==> src/rtl/core/udpwr_pkg.sv <==
`default_nettype none

package udpwr_pkg;

  localparam int RECORD_LENGTH = 36;
  localparam int RECORD_BITS   = RECORD_LENGTH * 8;
  localparam int WORD_BITS     = 32;
  localparam int WRENCH_WORDS  = 6;
  localparam int WRENCH_BASE   = 3;
  localparam int POS_W         = $clog2(RECORD_LENGTH + 2);

  localparam logic [POS_W-1:0] LAST_POS = POS_W'(RECORD_LENGTH - 1);
  localparam logic [POS_W-1:0] SAT_POS  = POS_W'(RECORD_LENGTH + 1);
  localparam logic [POS_W-1:0] FULL_POS = POS_W'(RECORD_LENGTH);

  typedef enum logic [1:0] {
    OUTCOME_ACCEPTED   = 2'd0,
    OUTCOME_BAD_LENGTH = 2'd1,
    OUTCOME_REORDERED  = 2'd2
  } outcome_t;

  typedef struct packed {
    logic [7:0] data_byte;
    logic       end_of_datagram;
  } in_item_t;

  typedef struct packed {
    outcome_t           outcome;
    logic signed [31:0] force_x;
    logic signed [31:0] force_y;
    logic signed [31:0] force_z;
    logic signed [31:0] torque_x;
    logic signed [31:0] torque_y;
    logic signed [31:0] torque_z;
    logic [31:0]        sensor_sample_number;
    logic [31:0]        good_records;
    logic [31:0]        lost_records;
    logic [31:0]        reordered_records;
    logic [31:0]        device_status;
  } out_item_t;

  // One classified datagram: full is set only for a datagram of the record length.
  typedef struct packed {
    logic                   full;
    logic [RECORD_BITS-1:0] bytes;
  } record_t;

  function automatic logic [WORD_BITS-1:0] record_word(input logic [RECORD_BITS-1:0] bytes,
                                                      input int index);
    record_word = bytes[RECORD_BITS-1-WORD_BITS*index -: WORD_BITS];
  endfunction

endpackage

`default_nettype wire

==> src/rtl/core/udpwr_front.sv <==
`default_nettype none

module udpwr_front
  import udpwr_pkg::*;
(
  input  wire logic     clk,
  input  wire logic     rst,
  input  wire logic     item_valid,
  output logic          item_ready,
  input  wire in_item_t item,
  output logic          push_valid,
  input  wire logic     push_ready,
  output record_t       push_data
);

  localparam int SHIFT_BITS = RECORD_BITS - 8;

  logic [POS_W-1:0]      pos;
  logic [SHIFT_BITS-1:0] shift_line;
  logic                  accept;

  assign item_ready = push_ready;
  assign accept     = item_valid && item_ready;
  assign push_valid = item_valid && item.end_of_datagram;

  assign push_data.full  = (pos == LAST_POS);
  assign push_data.bytes = {shift_line, item.data_byte};

  always_ff @(posedge clk) begin
    if (rst) begin
      pos <= '0;
    end else if (accept) begin
      if (item.end_of_datagram) begin
        pos <= '0;
      end else if (pos != SAT_POS) begin
        pos <= pos + POS_W'(1);
      end
    end
  end

  always_ff @(posedge clk) begin
    if (accept && (pos < FULL_POS)) begin
      shift_line <= {shift_line[SHIFT_BITS-9:0], item.data_byte};
    end
  end

endmodule

`default_nettype wire

==> src/rtl/core/udpwr_queue.sv <==
`default_nettype none

module udpwr_queue
  import udpwr_pkg::*;
(
  input  wire logic    clk,
  input  wire logic    rst,
  input  wire logic    push_valid,
  output logic         push_ready,
  input  wire record_t push_data,
  output logic         pop_valid,
  input  wire logic    pop_ready,
  output record_t      pop_data
);

  record_t    entries [2];
  logic       wr_ptr;
  logic       rd_ptr;
  logic [1:0] count;
  logic       do_push;
  logic       do_pop;

  assign push_ready = (count != 2'd2);
  assign pop_valid  = (count != 2'd0);
  assign pop_data   = entries[rd_ptr];
  assign do_push    = push_valid && push_ready;
  assign do_pop     = pop_valid && pop_ready;

  always_ff @(posedge clk) begin
    if (rst) begin
      wr_ptr <= 1'b0;
      rd_ptr <= 1'b0;
      count  <= 2'd0;
    end else begin
      if (do_push) begin
        wr_ptr <= ~wr_ptr;
      end
      if (do_pop) begin
        rd_ptr <= ~rd_ptr;
      end
      if (do_push && !do_pop) begin
        count <= count + 2'd1;
      end else if (do_pop && !do_push) begin
        count <= count - 2'd1;
      end
    end
  end

  always_ff @(posedge clk) begin
    if (do_push) begin
      entries[wr_ptr] <= push_data;
    end
  end

endmodule

`default_nettype wire

==> src/rtl/core/udpwr_back.sv <==
`default_nettype none

module udpwr_back
  import udpwr_pkg::*;
(
  input  wire logic    clk,
  input  wire logic    rst,
  input  wire logic    pop_valid,
  output logic         pop_ready,
  input  wire record_t pop_data,
  output logic         result_valid,
  input  wire logic    result_ready,
  output out_item_t    result
);

  logic [31:0]                   prev_seq;
  logic [WRENCH_WORDS-1:0][31:0] wrench;
  logic [31:0]                   sample;
  logic [31:0]                   good;
  logic [31:0]                   lost;
  logic [31:0]                   reorder;
  logic [31:0]                   status;

  logic [31:0]                   prev_seq_next;
  logic [WRENCH_WORDS-1:0][31:0] wrench_next;
  logic [31:0]                   sample_next;
  logic [31:0]                   good_next;
  logic [31:0]                   lost_next;
  logic [31:0]                   reorder_next;
  logic [31:0]                   status_next;
  outcome_t                      outcome_next;

  logic [31:0] seq_word;
  logic [31:0] sample_word;
  logic [31:0] status_word;
  logic [31:0] diff;
  logic        out_of_order;
  logic        take;

  assign pop_ready = !result_valid || result_ready;
  assign take      = pop_valid && pop_ready;

  assign seq_word     = record_word(pop_data.bytes, 0);
  assign sample_word  = record_word(pop_data.bytes, 1);
  assign status_word  = record_word(pop_data.bytes, 2);
  assign diff         = seq_word - prev_seq;
  assign out_of_order = (diff == 32'd0) || diff[31];

  always_comb begin
    prev_seq_next = prev_seq;
    wrench_next   = wrench;
    sample_next   = sample;
    good_next     = good;
    lost_next     = lost;
    reorder_next  = reorder;
    status_next   = status;
    outcome_next  = OUTCOME_BAD_LENGTH;
    if (pop_data.full) begin
      prev_seq_next = seq_word;
      if (status_word != 32'd0) begin
        status_next = status_word;
      end
      if (out_of_order) begin
        reorder_next = reorder + 32'd1;
        outcome_next = OUTCOME_REORDERED;
      end else begin
        for (int k = 0; k < WRENCH_WORDS; k++) begin
          wrench_next[k] = record_word(pop_data.bytes, WRENCH_BASE + k);
        end
        sample_next  = sample_word;
        lost_next    = lost + diff - 32'd1;
        good_next    = good + 32'd1;
        outcome_next = OUTCOME_ACCEPTED;
      end
    end
  end

  always_ff @(posedge clk) begin
    if (rst) begin
      prev_seq     <= '0;
      wrench       <= '0;
      sample       <= '0;
      good         <= '0;
      lost         <= '0;
      reorder      <= '0;
      status       <= '0;
      result_valid <= 1'b0;
    end else begin
      if (take) begin
        prev_seq <= prev_seq_next;
        wrench   <= wrench_next;
        sample   <= sample_next;
        good     <= good_next;
        lost     <= lost_next;
        reorder  <= reorder_next;
        status   <= status_next;
      end
      if (take) begin
        result_valid <= 1'b1;
      end else if (result_ready) begin
        result_valid <= 1'b0;
      end
    end
  end

  always_ff @(posedge clk) begin
    if (take) begin
      result.outcome              <= outcome_next;
      result.force_x              <= $signed(wrench_next[0]);
      result.force_y              <= $signed(wrench_next[1]);
      result.force_z              <= $signed(wrench_next[2]);
      result.torque_x             <= $signed(wrench_next[3]);
      result.torque_y             <= $signed(wrench_next[4]);
      result.torque_z             <= $signed(wrench_next[5]);
      result.sensor_sample_number <= sample_next;
      result.good_records         <= good_next;
      result.lost_records         <= lost_next;
      result.reordered_records    <= reorder_next;
      result.device_status        <= status_next;
    end
  end

endmodule

`default_nettype wire

==> src/rtl/core/udp_wrench_record_receiver_core.sv <==
// Takes one datagram byte per cycle, with no gaps of its own making, while the record queue
// has room. A result passes through the two-entry record queue and then the record update
// stage. The update stage handles one datagram per cycle unless its result is held, so bursts
// of short datagrams keep full rate. Synchronous reset clears the byte position, queue,
// counters and held values to zero.
`default_nettype none

module udp_wrench_record_receiver_core
  import udpwr_pkg::*;
(
  input  wire logic     clk,
  input  wire logic     rst,
  input  wire logic     item_valid,
  output logic          item_ready,
  input  wire in_item_t item,
  output logic          result_valid,
  input  wire logic     result_ready,
  output out_item_t     result
);

  logic    push_valid;
  logic    push_ready;
  record_t push_data;
  logic    pop_valid;
  logic    pop_ready;
  record_t pop_data;

  udpwr_front u_front (
    .clk        (clk),
    .rst        (rst),
    .item_valid (item_valid),
    .item_ready (item_ready),
    .item       (item),
    .push_valid (push_valid),
    .push_ready (push_ready),
    .push_data  (push_data)
  );

  udpwr_queue u_queue (
    .clk        (clk),
    .rst        (rst),
    .push_valid (push_valid),
    .push_ready (push_ready),
    .push_data  (push_data),
    .pop_valid  (pop_valid),
    .pop_ready  (pop_ready),
    .pop_data   (pop_data)
  );

  udpwr_back u_back (
    .clk          (clk),
    .rst          (rst),
    .pop_valid    (pop_valid),
    .pop_ready    (pop_ready),
    .pop_data     (pop_data),
    .result_valid (result_valid),
    .result_ready (result_ready),
    .result       (result)
  );

endmodule

`default_nettype wire

==> config.mk <==
export PLATFORM = sky130hd
export DESIGN_NAME = udp_wrench_record_receiver_core
export DESIGN_NICKNAME = d
export VERILOG_FILES = /design/src/rtl/core/udpwr_pkg.sv /design/src/rtl/core/udpwr_front.sv /design/src/rtl/core/udpwr_queue.sv /design/src/rtl/core/udpwr_back.sv /design/src/rtl/core/udp_wrench_record_receiver_core.sv
export SDC_FILE = /design/constraint.sdc
export NUM_CORES = 2
export LEC_CHECK = 0
export BUFFER_PORTS_ARGS = -buffer_cell sky130_fd_sc_hd__clkbuf_2
export CORE_UTILIZATION = 50
export CTS_BUF_LIST = sky130_fd_sc_hd__clkbuf_8
export DETAILED_ROUTE_END_ITERATION = 10
export GPL_ROUTABILITY_DRIVEN = 0
export PLACE_DENSITY = 0.75
export SLEW_MARGIN = 40
export SYNTH_ARGS = -nofsm -noshare
export SYNTH_HDL_FRONTEND = slang
export SYNTH_HIERARCHICAL = 1
export SYNTH_SLANG_ARGS = --single-unit
==> constraint.sdc <==
create_clock -name clk -period 52.4 [get_ports clk]
set_clock_uncertainty 0.2 [all_clocks]
set_input_delay 5.24 -clock clk [delete_from_list [all_inputs] [get_ports clk]]
set_output_delay 5.24 -clock clk [all_outputs]
set_load 0.02 [all_outputs]
==> flow_summary.ini <==
[run_status]
run_status = complete, no violations

[power_and_ir_drop]
p_per_area_nw_per_um2 = 65.6
power.leakage_nw = 27.1
vdd_ir_drop_max_mv = 0.0412
totalPowerFinal_mw = 4.80

[drt]
drt_first_pass_iters = 8
wire_per_inst_um = 20.0
starting_drt_drc_count = 3035
via_count = 37600
drc_errors = 0
routed_wirelength_um = 138000
drt-vias-per-instance = 5.45
ant_nets = 0

[sta]
tightestPinTransition_ps = 855
period_minus_slack_ps = 8820
final.period_utilization_pct = 16.8
fmax_mhz = 113
relSlewSlack_pct = 43.0
hold-worst-slack_ps = 213
endpoints_failing_hold = 0
final_worst_setup_slack_ps = 43580
setup_viol_count_final = 0
max_slew_violation_count = 0
rsz0062_at_grt = no
setup_total_negative_slack_ps = 0

[synthesis]
seq_area_frac_synth_pct = 68.7
synth_area_per_cell_um2 = 14.1
most_common_cell_in_the_synthesized_netlist = edfxtp_1
yosys.area.top_type_share_pct = 56.4
synth_seq_cells = 1608
post_synth_cell_types = 88
synthDominantAreaCellType = edfxtp_1
synthesis.nets = 4674
synthesis.instances = 4562
postSynth.asyncResetShare_pct = 0
synth.top_cells.by_area = edfxtp_1 56%, dfxtp_1 12%, mux2_2 6.7%, mux2_4 4.7%, nand2_1 3.8%
dominantRegCellSynth = edfxtp_1
yosys_warnings = 6
synth_enable_flop_cells = 1212
synth.cells.most_frequent = 1212 x edfxtp_1, 662 x nand2_1, 396 x dfxtp_1, 383 x mux2_2, 366 x a21oi_1
syn_area_um2 = 64500

[floorplanning]
die_height_um = 361
top_level_ports = 369
die_width_um = 361
die-area_um2 = 131000
placement_rows = 131
coreArea_um2 = 128000
initial_core_util_pct = 50.5

[place]
dp.final_hpwl_um = 82800
place.port_buffers = 368
detailed_place.area_um2 = 67800
detailedPlace.worstSlack_ps = 42260
placed_cells_incl_taps = 6406

[clock_tree]
clock-sinks = 1608
htree_levels = 5
max_buffers_root_to_sink = 4
cts_repair_resize_count = 0
cts_hold_repair.buffers = 0
clock_input_transition_at_the_sequential_cells_of_the_worst_setup_and_hold_paths_ps = 60
tritoncts = built
post_cts.repair.setup_buffers = 0
cts_root_buffer = clkbuf_8
cts_buffers = 280
clock_latency_ps = 960

[finish]
layout-drive-gt1-share_pct = 27.1
layout.cell_area.non_filler_um2 = 73100
final_nets = 5141
post-route-util_pct = 57.2
fin_cells = 6900
area_growth_syn_to_layout_pct = 13.3

[setup_path]
criticalPathCategory = in -> reg
setup.worst_path.end_class = flip-flop
critical_path_arrival_ps = 9500
timing.critical_path.required_ps = 53080
critical_path.startpoint_type = input port
path_max_fanout = 64

[global_routing]
grt_first_pass_wirelength_um = 210000
globalRouteTotalUtil_pct = 20.8
number_of_antenna_violations_at_the_first_check_in_global_routing = 5
number_of_global_route_vias_before_repair = 36900
grt_remaining_overflow = 0
grt_start_max_net_pins = 123

[flow_run]
timing.max_cap.violations = 0

[hold_path]
worst_hold_path_type = reg -> reg
-- report_power, final --
part	internal, mW	switching [mW]	leakage, nW
registers	1.80	0.169	14.7
logic	0.677	1.09	9.38
clock network	0.578	0.486	3.01
total	3.05	1.75	27.1
-- metal layers --
layer | vias to the layer above | global-route usage [%] | wire length, µm
met5 | - | 0 | 0
met4 | 0 | 9.28 | 5120
met3 | 296 | 3.80 | 7950
met2 | 1289 | 32.6 | 64400
met1 | 18500 | 28.2 | 60800
li1 | 17500 | - | -
-- worst max-delay path, cell delays in order --
cell      delay (ps)
clkbuf_2          70
nand2b_1         150
nand2_2           70
buf_6            260
nor2_2           140
buf_4            380
and2_1           590
and2_4           460
buf_12           280
buf_4            320
buf_12           300
buf_4            660
nand2_1          200
a21oi_1          190
-- path summary, 6_finish.rpt --
path	startpoint	endpoint	slack, ps	cells after the start
max	result_ready	u_back/wrench[101]	43580	14
min	u_front/shift_line[80]	u_queue/entries[0][88]	210	0
max reg2reg	flip-flop	u_back/result[245]	44120	17
min reg2reg	u_front/shift_line[80]	u_queue/entries[0][88]	210	0
-- flip-flops by register name, summed over array words and instances, names as in the netlist, 6 cells and up, named ones only --
signal / count
u_back/sample: 32
u_back/reorder: 32
u_front/shift_line: 280
u_back/lost: 32
u_back/wrench: 192
u_back/result: 354
u_back/status: 32
u_back/good: 32
u_front/pos: 6
u_queue/entries: 578
u_back/prev_seq: 32
-- final cells by class --
cell class	count	area, µm²
tap	1662	2080
clock buffer	312	4290
clock inverter	176	905
fill	9928	54700
timing repair buffer	414	2420
inverter	152	591
antenna	3	7.51
sequential	1608	44300
multi-input combinational	2573	18500
-- placed cells by master (no fill, tap or decap), types with 97 or more instances in the layout --
cell type  count
inv_1        242
clkbuf_2     367
mux2_4       200
clkbuf_8     312
nor2_1       173
dfxtp_1      395
nand2_1      661
ha_1          97
a21oi_1      365
edfxtp_1    1212
mux2_2       383
-- cells by family after synthesis --
family,after synthesis,share of synthesized area [%]
xor+xnor,126,1.72
simple gates,1164,8.02
fa+ha+maj,99,1.94
mux,587,11.4
compound gates,597,5.48
flops,1608,68.7
buf+inv,381,2.77
Power figures use the tool's default switching activity.
